File: src/design/pehx_pkg.sv
// ----------------------------------------------------------------------------
// pehx_pkg
// Shared types and constants for the capture record header extractor.
// ----------------------------------------------------------------------------
package pehx_pkg;

  localparam int unsigned RecordHeaderLen = 16;
  localparam int unsigned LenFieldOffset  = 8;
  localparam int unsigned MacLen          = 6;
  localparam int unsigned EthHeaderLen    = 14;

  localparam logic [7:0] FileHeaderReset = 8'd24;

  localparam logic [1:0] PH_FILE   = 2'd0;
  localparam logic [1:0] PH_RECORD = 2'd1;
  localparam logic [1:0] PH_FRAME  = 2'd2;
  localparam logic [1:0] PH_SKIP   = 2'd3;

  localparam logic [0:0] REG_FILE_HEADER_BYTES = 1'b0;

  typedef struct packed {
    logic       start_of_file;
    logic [7:0] data_byte;
  } in_item_t;

  // packed with packet_number in the lowest bits
  typedef struct packed {
    logic [15:0] ether_type;
    logic [47:0] source_mac;
    logic [47:0] destination_mac;
    logic [31:0] captured_length;
    logic [31:0] packet_number;
  } result_t;

endpackage

File: src/design/pcap_ethernet_header_extractor.sv
// ----------------------------------------------------------------------------
// pcap_ethernet_header_extractor
// Walks a capture byte stream and reports the Ethernet header of each record.
// ----------------------------------------------------------------------------
// channel   dir  payload
// s_axis    in   tdata = data_byte, tuser = start_of_file
// m_axis    out  tdata = packet_number, captured_length, dst MAC, src MAC,
//                EtherType (low bits first)
// apb       in   file_header_bytes at byte address 0
//
// One byte per clock sustained while no held result stalls the input. A byte is registered
// in the input register, and the parser updates its state and loads the result register
// when it takes the byte from there, so a result passes through both registers behind its 14th frame byte.
// Synchronous active-high reset; file_header_bytes resets to 24.
// A held result stalls the byte that would load the next result, and the bytes
// behind it wait in turn until the result is taken.
// ----------------------------------------------------------------------------
module pcap_ethernet_header_extractor (
  input  logic         clk,
  input  logic         rst,
  input  logic         s_axis_tvalid,
  output logic         s_axis_tready,
  input  logic [7:0]   s_axis_tdata,   // [7:0] data_byte
  input  logic         s_axis_tuser,   // [0] start_of_file
  output logic         m_axis_tvalid,
  input  logic         m_axis_tready,
  output logic [175:0] m_axis_tdata,   // [31:0] packet_number, [63:32] captured_length,
                                       // [111:64] destination_mac,
                                       // [159:112] source_mac, [175:160] ether_type
  input  logic         psel,
  input  logic         penable,
  input  logic         pwrite,
  input  logic [2:0]   paddr,
  input  logic [31:0]  pwdata,
  output logic [31:0]  prdata,
  output logic         pready
);
  import pehx_pkg::*;

  logic [7:0] file_header_bytes;
  in_item_t   s_item;
  in_item_t   q_item;
  logic       q_valid;
  logic       q_take;
  result_t    result;

  assign s_item.start_of_file = s_axis_tuser;
  assign s_item.data_byte     = s_axis_tdata;

  pehx_cfg u_cfg (
    .clk               (clk),
    .rst               (rst),
    .psel              (psel),
    .penable           (penable),
    .pwrite            (pwrite),
    .paddr             (paddr),
    .pwdata            (pwdata),
    .prdata            (prdata),
    .pready            (pready),
    .file_header_bytes (file_header_bytes)
  );

  pehx_in_reg u_in_reg (
    .clk     (clk),
    .rst     (rst),
    .s_valid (s_axis_tvalid),
    .s_ready (s_axis_tready),
    .s_item  (s_item),
    .q_valid (q_valid),
    .q_item  (q_item),
    .q_take  (q_take)
  );

  pehx_parser u_parser (
    .clk               (clk),
    .rst               (rst),
    .file_header_bytes (file_header_bytes),
    .in_valid          (q_valid),
    .in_item           (q_item),
    .in_take           (q_take),
    .out_valid         (m_axis_tvalid),
    .out_ready         (m_axis_tready),
    .out_result        (result)
  );

  assign m_axis_tdata = result;

endmodule

File: src/design/pehx_cfg.sv
// ----------------------------------------------------------------------------
// pehx_cfg
// APB register file holding the global file header length.
// ----------------------------------------------------------------------------
module pehx_cfg (
  input  logic        clk,
  input  logic        rst,
  input  logic        psel,
  input  logic        penable,
  input  logic        pwrite,
  input  logic [2:0]  paddr,
  input  logic [31:0] pwdata,
  output logic [31:0] prdata,
  output logic        pready,
  output logic [7:0]  file_header_bytes
);
  import pehx_pkg::*;

  logic wr_en;

  assign pready = 1'b1;
  assign wr_en  = psel & penable & pwrite & pready & (paddr[2] == REG_FILE_HEADER_BYTES);

  always_ff @(posedge clk) begin
    if (rst) begin
      file_header_bytes <= FileHeaderReset;
    end else if (wr_en) begin
      file_header_bytes <= pwdata[7:0];
    end
  end

  always_comb begin
    prdata = 32'd0;
    if (paddr[2] == REG_FILE_HEADER_BYTES) begin
      prdata = {24'd0, file_header_bytes};
    end
  end

endmodule

File: src/design/pehx_in_reg.sv
// ----------------------------------------------------------------------------
// pehx_in_reg
// Input register for the byte stream.
// ----------------------------------------------------------------------------
module pehx_in_reg (
  input  logic              clk,
  input  logic              rst,
  input  logic              s_valid,
  output logic              s_ready,
  input  pehx_pkg::in_item_t s_item,
  output logic              q_valid,
  output pehx_pkg::in_item_t q_item,
  input  logic              q_take
);
  import pehx_pkg::*;

  assign s_ready = !q_valid || q_take;

  always_ff @(posedge clk) begin
    if (rst) begin
      q_valid <= 1'b0;
    end else if (s_ready) begin
      q_valid <= s_valid;
    end
  end

  always_ff @(posedge clk) begin
    if (s_ready && s_valid) begin
      q_item <= s_item;
    end
  end

endmodule

File: src/design/pehx_parser.sv
// ----------------------------------------------------------------------------
// pehx_parser
// Capture walker: phase tracking, field capture and result register.
// ----------------------------------------------------------------------------
module pehx_parser (
  input  logic               clk,
  input  logic               rst,
  input  logic [7:0]         file_header_bytes,
  input  logic               in_valid,
  input  pehx_pkg::in_item_t in_item,
  output logic               in_take,
  output logic               out_valid,
  input  logic               out_ready,
  output pehx_pkg::result_t  out_result
);
  import pehx_pkg::*;

  logic [1:0]  phase, phase_next;
  logic [31:0] offset, offset_next;
  logic [31:0] frame_length, frame_length_next;
  logic [47:0] dst_shift, dst_shift_next;
  logic [63:0] tail_shift, tail_shift_next;
  logic [31:0] record_count, record_count_next;
  logic        emit;
  logic [1:0]  ph_a;
  logic [31:0] off_a;
  logic [31:0] off_inc;

  assign in_take = in_valid && (!emit || !out_valid || out_ready);

  always_comb begin
    ph_a              = phase;
    off_a             = offset;
    record_count_next = record_count;
    frame_length_next = frame_length;
    dst_shift_next    = dst_shift;
    tail_shift_next   = tail_shift;
    emit              = 1'b0;

    if (in_item.start_of_file) begin
      ph_a              = PH_FILE;
      off_a             = 32'd0;
      record_count_next = 32'd0;
    end
    if (ph_a == PH_FILE && off_a >= {24'd0, file_header_bytes}) begin
      ph_a  = PH_RECORD;
      off_a = 32'd0;
    end
    if ((ph_a == PH_FRAME || ph_a == PH_SKIP) && off_a >= frame_length) begin
      ph_a  = PH_RECORD;
      off_a = 32'd0;
    end

    off_inc     = off_a + 32'd1;
    phase_next  = ph_a;
    offset_next = off_inc;

    case (ph_a)
      PH_RECORD: begin
        if (off_a >= 32'(LenFieldOffset) && off_a < 32'(LenFieldOffset + 4)) begin
          frame_length_next = {in_item.data_byte, frame_length[31:8]};
        end
        if (off_inc >= 32'(RecordHeaderLen)) begin
          phase_next  = PH_FRAME;
          offset_next = 32'd0;
          if (record_count_next != 32'hFFFF_FFFF) begin
            record_count_next = record_count_next + 32'd1;
          end
        end
      end
      PH_FRAME: begin
        if (off_a < 32'(MacLen)) begin
          dst_shift_next = {dst_shift[39:0], in_item.data_byte};
        end else begin
          tail_shift_next = {tail_shift[55:0], in_item.data_byte};
        end
        if (off_inc >= 32'(EthHeaderLen)) begin
          emit       = 1'b1;
          phase_next = PH_SKIP;
        end
      end
      default: begin
      end
    endcase
  end

  always_ff @(posedge clk) begin
    if (rst) begin
      phase        <= PH_FILE;
      offset       <= 32'd0;
      record_count <= 32'd0;
      frame_length <= 32'd0;
    end else if (in_take) begin
      phase        <= phase_next;
      offset       <= offset_next;
      record_count <= record_count_next;
      frame_length <= frame_length_next;
    end
  end

  always_ff @(posedge clk) begin
    if (in_take) begin
      dst_shift  <= dst_shift_next;
      tail_shift <= tail_shift_next;
    end
  end

  always_ff @(posedge clk) begin
    if (rst) begin
      out_valid <= 1'b0;
    end else if (!out_valid || out_ready) begin
      out_valid <= in_take && emit;
    end
  end

  always_ff @(posedge clk) begin
    if (in_take && emit) begin
      out_result.packet_number   <= record_count_next;
      out_result.captured_length <= frame_length_next;
      out_result.destination_mac <= dst_shift_next;
      out_result.source_mac      <= tail_shift_next[63:16];
      out_result.ether_type      <= tail_shift_next[15:0];
    end
  end

endmodule

File: config.mk
export PLATFORM = sky130hd
export DESIGN_NAME = pcap_ethernet_header_extractor
export DESIGN_NICKNAME = d
export VERILOG_FILES = /design/src/design/pehx_pkg.sv /design/src/design/pcap_ethernet_header_extractor.sv /design/src/design/pehx_cfg.sv /design/src/design/pehx_in_reg.sv /design/src/design/pehx_parser.sv
export SDC_FILE = /design/constraint.sdc
export NUM_CORES = 1
export LEC_CHECK = 0
export ABC_AREA = 1
export BUFFER_PORTS_ARGS = -buffer_cell sky130_fd_sc_hd__clkbuf_2
export CORE_ASPECT_RATIO = 1.5
export CORE_MARGIN = 2
export CORE_UTILIZATION = 35
export DETAILED_ROUTE_END_ITERATION = 12
export SLEW_MARGIN = 5
export SYNTH_ARGS = -nofsm -noshare
export SYNTH_HDL_FRONTEND = slang
export SYNTH_SLANG_ARGS = --single-unit
File: constraint.sdc
create_clock -name clk -period 14.9 [get_ports clk]
set_input_delay 0 -clock clk [delete_from_list [all_inputs] [get_ports clk]]
set_output_delay 0 -clock clk [all_outputs]
set_load 0.03 [all_outputs]
## Word-level counts from Yosys, hierarchy flattened

Cells that the tools add are included.

| word-level totals | value |
|---|---|
| register bits | 405 |
| bits of input ports | 51 |
| output and inout port bits | 211 |

| cells by class | value |
|---|---|
| add/subtract/negate cells | 2 |
| magnitude comparators | 7 |
| equality and inequality tests | 5 |
| muxes and demuxes | 24 |
| bitwise gates (word level) | 4 |
| reductions and logical operators | 15 |

Operators with widths:

| operator | count |
|---|---|
| $mux 32 | 11 |
| $mux 64 | 2 |
| $mux 48 | 2 |
| $add 32x1->32 const B | 2 |
| $ge 32x4->1 const B | 2 |
| $ge 32x32->1 | 1 |
| $ge 32x5->1 const B | 1 |
| $ge 32x8->1 | 1 |
| $lt 32x3->1 const B | 1 |
| $lt 32x4->1 const B | 1 |
| $ne 32x32->1 const B | 1 |
| $mux 2 | 5 |
| $mux 8 | 1 |
| $eq 2x2->1 const B | 3 |
| $logic_and 1x1->1 | 6 |
| $logic_or 1x1->1 | 5 |
| $pmux 2 s2 | 1 |
| $and 1x1->1 | 3 |
| $logic_not 1->1 | 3 |
| $eq 2x1->1 const B | 1 |
| $logic_not 2->1 | 1 |
| $mux 1 | 2 |
| $not 1->1 | 1 |

## Longest topological paths before layout

Gate-level depths: netlist (run 1).

| logic depth | value |
|---|---|
| word-level depth | 18 |
| mapped depth | 55 |
| gate-level depth less buffers | 50 |

## Modules after synthesis

From an unflattened synthesis (run 1), not the netlist that was laid out.

| second synthesis, totals | value |
|---|---|
| cell total of the unflattened synthesis | 2,159 |
| area, all modules | 19,633.8 um2 |

By module, submodules not included:

| module | instances | cells each | area an instance (um2) | seq. area each (um2) |
|---|---|---|---|---|
| pehx_parser | 1 | 2,047 | 18,662.9 | 10,630.2 |
| pehx_cfg | 1 | 97 | 653.1 | 160.2 |
| pehx_in_reg | 1 | 15 | 317.8 | 290.3 |

## Worst setup path after synthesis (run 1)

No wires, ideal clock.

| path | value |
|---|---|
| path type | register to register |
| from | reg u_in_reg.q_item[8] (netlist name) |
| to | reg u_parser.out_result[0] (netlist name) (enable) |
| arrival time | 11.655 ns |
| data required time | 14.372 ns |
| slack | 2.717 ns |
| cell stages (with the launch flop) | 47 |
| path buffers | 7 |
| clock period less this slack | 12.183 ns |
| cells stage by stage | edfxtp_1 buf_2 buf_2 nor2_1 ha_1 nand2_1 inv_1 a21oi_1 nand2_1 nor2_1 nand3_1 nand2_1 inv_2 buf_2 nor3_1 ha_1 a21oi_1 o21a_1 [... 11 more ...] nor2_1 nand3_1 nor2_2 inv_1 nor2_1 nand2_1 nand2_1 nand2_1 nor2_1 nand2_1 nor2_2 nand4_2 nand3_2 nand2_1 buf_2 inv_1 nand3_1 inv_1 |

| on the way | value |
|---|---|
| longest elaborated chain between the ends | 17 |
| elaborated cells on any way between the ends | 24 |
| those cells by class | add/sub (1); order compare (3); eq/ne (3); mux (8); reduce/logical (9) |

RTL lines:

| element | line | text |
|---|---|---|
| branches (longest 11 deep; another with $ge 32x8->1) | n/a |  |
| $mux 1 * | pehx_parser.sv:58 | `case (ph_a)` |
| $logic_not 1->1 * | pehx_parser.sv:29 | `assign in_take = in_valid && (!emit \|\| !out_valid \|\| out_ready);` |
| $logic_or 1x1->1 * (2 in a row) | pehx_parser.sv:29 |  |
| $logic_and 1x1->1 * | pehx_parser.sv:29 |  |
| named net q_take | pcap_ethernet_header_extractor.sv:44 | `logic q_take;` |
| $logic_and 1x1->1 * | pehx_parser.sv:117 | `if (in_take && emit) begin` |
| to (decl) | pehx_parser.sv:14 | `output pehx_pkg::result_t out_result` |

Mark *: on every way through the listed nets, which the timed path passes.
A chain may end at the register's enable or synchronous reset.

## Worst setup path in the final report (run 1)

| path | value |
|---|---|
| from | reg u_in_reg.q_item[8] (netlist name) |
| to | reg u_parser.dst_shift[8] (enable) |

| on the way | value |
|---|---|
| longest elaborated chain between the ends | 16 |
| elaborated cells on any way between the ends | 23 |
| those cells by class | add/sub (1); order compare (3); eq/ne (3); mux (8); reduce/logical (8) |

RTL lines:

| element | line | text |
|---|---|---|
| branches (longest 11 deep; another with $ge 32x8->1) | n/a |  |
| $mux 1 * | pehx_parser.sv:58 |  |
| $logic_not 1->1 * | pehx_parser.sv:29 |  |
| $logic_or 1x1->1 * (2 in a row) | pehx_parser.sv:29 |  |
| $logic_and 1x1->1 * | pehx_parser.sv:29 |  |
| named net q_take | pcap_ethernet_header_extractor.sv:44 |  |
| to (signal assigned) | pehx_parser.sv:103 | `dst_shift <= dst_shift_next;` |
| to (decl) | pehx_parser.sv:21 | `logic [47:0] dst_shift, dst_shift_next;` |

Marked as above.

==> run metrics, run 1 <==
commonest non-fill, non-tap cell in the layout nand2_1; layout cells sized above 1 14.7%; Routability Congestion 0.908; CP Class reg -> reg; Avg Cell Area, Syn approximately 8.4 um^2; first-pass GRT wire length 87.6 mm; Syn Std Cell Area 0.0207 mm^2; asr flop ratio synth 0%; CP most frequent cell nand2_1; vias in the first global route 16000; router iterations before antenna repair 5; Die H 302 um; dominant cell type by area after synthesis edfxtp_1; crit-path max FO 74; maximum clock path buffer count 3; H-tree depth 2; HPWL Detailed 39.5 mm; Main synth FF type edfxtp_1; Peak VDD IR 71.9 uV; GRT Residual Overflow 0; synthesized flop and latch total between 400 and 500; CTS sink cnt 405; area grow syn2layout 15.6%; Final Net Count 2733; Tot Pwr 0.00270 W; Slew headroom 21.8%; Static Leak 10.6 nW; Tmin final between 10000 and 15000 ps; power density cells approximately 110 mW/mm^2; Final Setup Violations 0; Synth Warn # 0; vias per cell roughly 4.8; Hold Vio Cnt, Final 0; Area contributors post-synth edfxtp_1 43%, nand2_1 12%, dfxtp_1 10%; CP max stage delay 820 ps; Remaining DRCs 0; initial antenna violation count 0; io pins 262; CTS Root Buffer Type clkbuf_16; Hold Path Class in -> reg; EDFF count, synth 297; skew final 36.5 ps; Crit. End Element flop; largest net degree at the start of global routing 120; Clock Pin Slew Worst Setup and Hold Paths 70 ps; most frequent cells in the layout 642 x nand2_1, 369 x nor2_1, 301 x inv_1; count of pins over their slew limit 0; sequential share of the synthesized area 53.6%; WP data required roughly 15000 ps; Starting DRT DRC Count 1129; width of the die 202 um; FP Rows 109; Die ar. between 0.06 and 0.07 mm^2; library cells used by synthesis 44; post-synthesis cell count ~2500; Post-CTS Setup Repair Bufs 0; aggregate negative setup slack 0 ps; Initial Util 35.2%; wire per inst approximately 16 um; Detail Route Antenna Nets 0; core area 0.0586 mm^2; TritonCTS clock tree done; RSZ-0062 raised after global routing no; Tot GR Track Use 18.2%; CP arrival 10360 ps; Tcrit/Tclk final 68.4%; Fmax 98.1 MHz; # port buffers 210; routed vias 16500; element type at the critical path start flop; Synth top area share 43.2%; slowest CP cell buf_4; wirelength, routed 56.1 mm; ant diodes 0; worst-margin pin slew 1170 ps; cts bufs inserted a little over 40; max_cap viols 0; status complete, no violations; worst skew pair latency between 500 and 600 ps
==> registers in the layout, summed over array words and instances (netlist names) <==
name                     flops
u_cfg.file_header_bytes      8
u_parser.record_count       32
u_parser.out_result        176
u_parser.dst_shift          48
u_parser.phase               2
u_in_reg.q_valid             1
u_parser.offset             32
u_parser.frame_length       32
u_parser.out_valid           1
u_parser.tail_shift         64
u_in_reg.q_item              9
==> worst paths after layout <==
path	end	slack (ps)	start	cells after the start
setup / recovery	u_parser.dst_shift[8]	4710	u_in_reg.q_item[8]	43
hold / removal	u_cfg.file_header_bytes[0]	100	psel	4
setup reg to reg	u_parser.dst_shift[8]	4710	u_in_reg.q_item[8]	43
hold reg to reg	u_parser.frame_length[7]	480	u_parser.frame_length[7]	2
==> final cells by class <==
class	instances	area [um^2]
fill	5835	34700
sequential	405	11100
multi-input combinational	1625	7810
timing repair buffer	258	1490
inverter	308	1160
clock buffer	54	1140
tap	777	972
clock inverter	19	245
==> what timing repair did <==
| action | 4_1_cts | 5_1_grt |
|---|---|---|
| endpoints found under the hold margin | 28 | 0 |
| resized for setup | 0 | 0 |
| hold buffers | 25 | 0 |
==> metal layers <==
| layer | global-route usage [%] | vias up | routed length [um] |
|---|---|---|---|
| li1 | - | 8277 | - |
| met1 | 21.6 | 7644 | 23100 |
| met2 | 33.0 | 482 | 28300 |
| met3 | 2.23 | 90 | 2450 |
| met4 | 7.65 | 0 | 2160 |
| met5 | 0 | - | 0 |
==> cells in the mapped netlist, types with 10 or more instances <==
library cell / instances
buf_1: 10
nor2_1: 370
edfxtp_1: 297
clkbuf_1: 51
o21ai_0: 99
dfxtp_1: 108
xor2_1: 10
inv_1: 303
nand2_1: 645
buf_4: 36
nand4_1: 48
a21oi_1: 102
buf_2: 32
ha_1: 43
nand3_1: 141
nor3_1: 25
mux2_2: 46
==> power breakdown <==
| group | switching (W) | internal (W) | total [W] |
|---|---|---|---|
| sequential | 0.0000196 | 0.00126 | 0.00128 |
| combinational | 0.000256 | 0.0000933 | 0.000350 |
| clock | 0.000445 | 0.000629 | 0.00107 |
| total | 0.000721 | 0.00198 | 0.00270 |
==> cell families (layout without fill, tap and decap cells) <==
kind of cell	Yosys count	after routing	share of synthesized area [%]
XOR/XNOR	10	10	0.424
multiplexers	46	46	2.51
AO/OA/AOI/OAI	234	234	6.34
flip-flops	405	405	53.6
other	2	25	0.0363
buffers and inverters	445	639	9.24
AND/OR/NAND/NOR	1267	1267	25.2
adder cells (fa/ha/maj)	43	43	2.60
==> critical path: cells and delay by family, from the launching register on <==
kind	cells	cell delay (ps)
DFF	1	330
and+or+nand+nor	31	5650
AOI/OAI and AO/OA	1	210
adders and majority gates	3	900
buffers and inverters	8	2480
==> metrics by stage <==
step,instances,hold WS [ps],worst slack [ps],area (um^2),utilization [%]
2_1_floorplan,2475,98.9,2720,20800,-
3_3_place_gp,3348,181,4910,22300,38.0
3_5_place_dp,3348,179,4820,22300,38.0
4_1_cts,3446,61.8,4780,23900,40.8
5_1_grt,3446,114,3860,23900,40.8
6_report,3446,95.9,4710,23900,40.8
Power figures use the tool's default switching activity.
==> inputs of run 2 (changes only) <==
==> constraint.sdc (replaced) <==
create_clock -name clk -period 10 [get_ports clk]
set_input_delay 0 -clock clk [delete_from_list [all_inputs] [get_ports clk]]
set_output_delay 0 -clock clk [all_outputs]
set_load 0.03 [all_outputs]
==> run 2 against run 1 <==
Compared with the run above: hold slack improved by 10 ps; via count rose by 0.14%; clock power rose by 45%; global-route usage barely moved; non-clock buffer count did not move; die area did not move; maximum frequency rose by 22%; combinational power rose by 50%; core utilization barely moved; register-to-register slack got worse by 3100 ps; worst setup slack got worse by 3100 ps.
==> run metrics, run 2 (synthesis gave the netlist of run 1 again) <==
routed vias 16500; vias in the first global route 16000; GRT Residual Overflow 0; Crit. End Element flop; worst skew pair latency 570 ps; Fmax 120 MHz; cts bufs inserted 42; wl on met1 22.9 mm; Final Setup Violations 0; Initial Util a little over a third; max_cap viols 0; CP arrival between 8000 and 9000 ps; Starting DRT DRC Count about 1200; core area 0.0586 mm^2; Met2 Wirelength around 28 mm; multi-input combinational cell area slightly below 0.008 mm^2; maximum clock path buffer count 3; Static Leak 10.5 nW; Post-CTS Setup Repair Bufs 0; CP Class reg -> reg; router iterations before antenna repair 6; CP max stage delay 640 ps; # port buffers 210; largest net degree at the start of global routing 114; worst-margin pin slew around 1100 ps; CP most frequent cell nand2_1; vias per cell 4.79; aggregate negative setup slack 0 ps; commonest non-fill, non-tap cell in the layout nand2_1; Resized cells post-CTS 0; HPWL Detailed about 40 mm; Die ar. 0.0611 mm^2; Hold-fix buffers, CTS 25; WP data required 10200 ps; Final WS setup 1660 ps; power density cells 167 mW/mm^2; Tmin final 8340 ps; CTS Root Buffer Type clkbuf_16; met3 WL 2.47 mm; Hold Vio Cnt, Final 0; status complete, no violations; Tcrit/Tclk final a little over four fifths; io pins 262; biggest regs u_parser.out_result x176, u_parser.tail_shift x64, u_parser.dst_shift x48; wirelength, routed 55.8 mm; element type at the critical path start flop; CTS sink cnt between 400 and 500; Hold Path Class in -> reg; max FFs per register 176; RSZ-0062 raised after global routing no; skew final 12.8 ps; slowest CP cell edfxtp_1; width of the die 202 um; area grow syn2layout 15.6%; count of pins over their slew limit 0; most frequent cells in the layout 641 x nand2_1, 366 x nor2_1, 301 x inv_1; top routing layer used met4; first-pass GRT wire length roughly 88 mm; H-tree depth 2; Biggest register u_parser.out_result; Reg area 0.0111 mm^2; Clock Pin Slew Worst Setup and Hold Paths 70 ps; Slew headroom 25.2%; crit-path max FO 58; TritonCTS clock tree done; Routability Congestion a little over 0.9; Peak VDD IR ~110 uV; Final Net Count 2734; FP Rows ~110; Remaining DRCs 0; layout cells sized above 1 15.1%; initial antenna violation count 1; fillcell total about 5900; Die H 302 um; Detail Route Antenna Nets 0; Tot GR Track Use between 10% and 20%; wire per inst 16.2 um; Place WS 1770 ps
[run 2: critical path: cells and delay by family (launching register included)]
kind / cells / cell delay [ps]
and+or+nand+nor: 32 / 4070
buffers and inverters: 8 / 2380
DFF: 1 / 640
adders and majority gates: 2 / 640
AOI/OAI and AO/OA: 1 / 140
[run 2: area by class of cell]
type | count | share of cell area, %
Inverter | 308 | 4.87
Clock buffer | 50 | 4.70
Timing Repair Buffer | 258 | 6.27
Multi-Input combinational cell | 1625 | 32.8
Sequential cell | 405 | 46.4
Antenna cell | 1 | 0.0105
Tap cell | 777 | 4.07
Clock inverter | 23 | 0.885
[run 2: metrics by stage]
stage	utilization (%)	cells	hold WS, ps	power [W]	cell area [um^2]
2_1_floorplan	-	2475	98.9	0.00233	20900
3_3_place_gp	38.0	3348	183	0.00245	22300
3_5_place_dp	38.0	3348	182	0.00246	22300
4_1_cts	40.7	3446	71.4	0.00404	23900
5_1_grt	40.8	3447	118	0.00416	23900
6_report	40.8	3447	106	0.00399	23900
[run 2: path summary, 6_finish.rpt]
path,cells after the start,end,slack [ps],startpoint
worst min-delay path,4,u_cfg.file_header_bytes[5],110,psel
worst max register to register,43,u_parser.out_result[154],1660,u_in_reg.q_item[8]
worst max-delay path,43,u_parser.out_result[154],1660,u_in_reg.q_item[8]
worst min register to register,2,u_parser.frame_length[1],480,u_parser.frame_length[1]
[run 2: metal layers]
| layer | up-vias | global-route usage (%) |
|---|---|---|
| met5 | - | 0 |
| met4 | 0 | 7.02 |
| met3 | 101 | 2.83 |
| met2 | 435 | 33.3 |
| met1 | 7687 | 21.2 |
| li1 | 8293 | - |
[run 2: report_power, final]
group          switching [W]  leakage [nW]  internal [W]
combinational       0.000385          6.29      0.000141
sequential         0.0000290          3.59       0.00188
clock               0.000670         0.650      0.000882
total                0.00108          10.5       0.00290
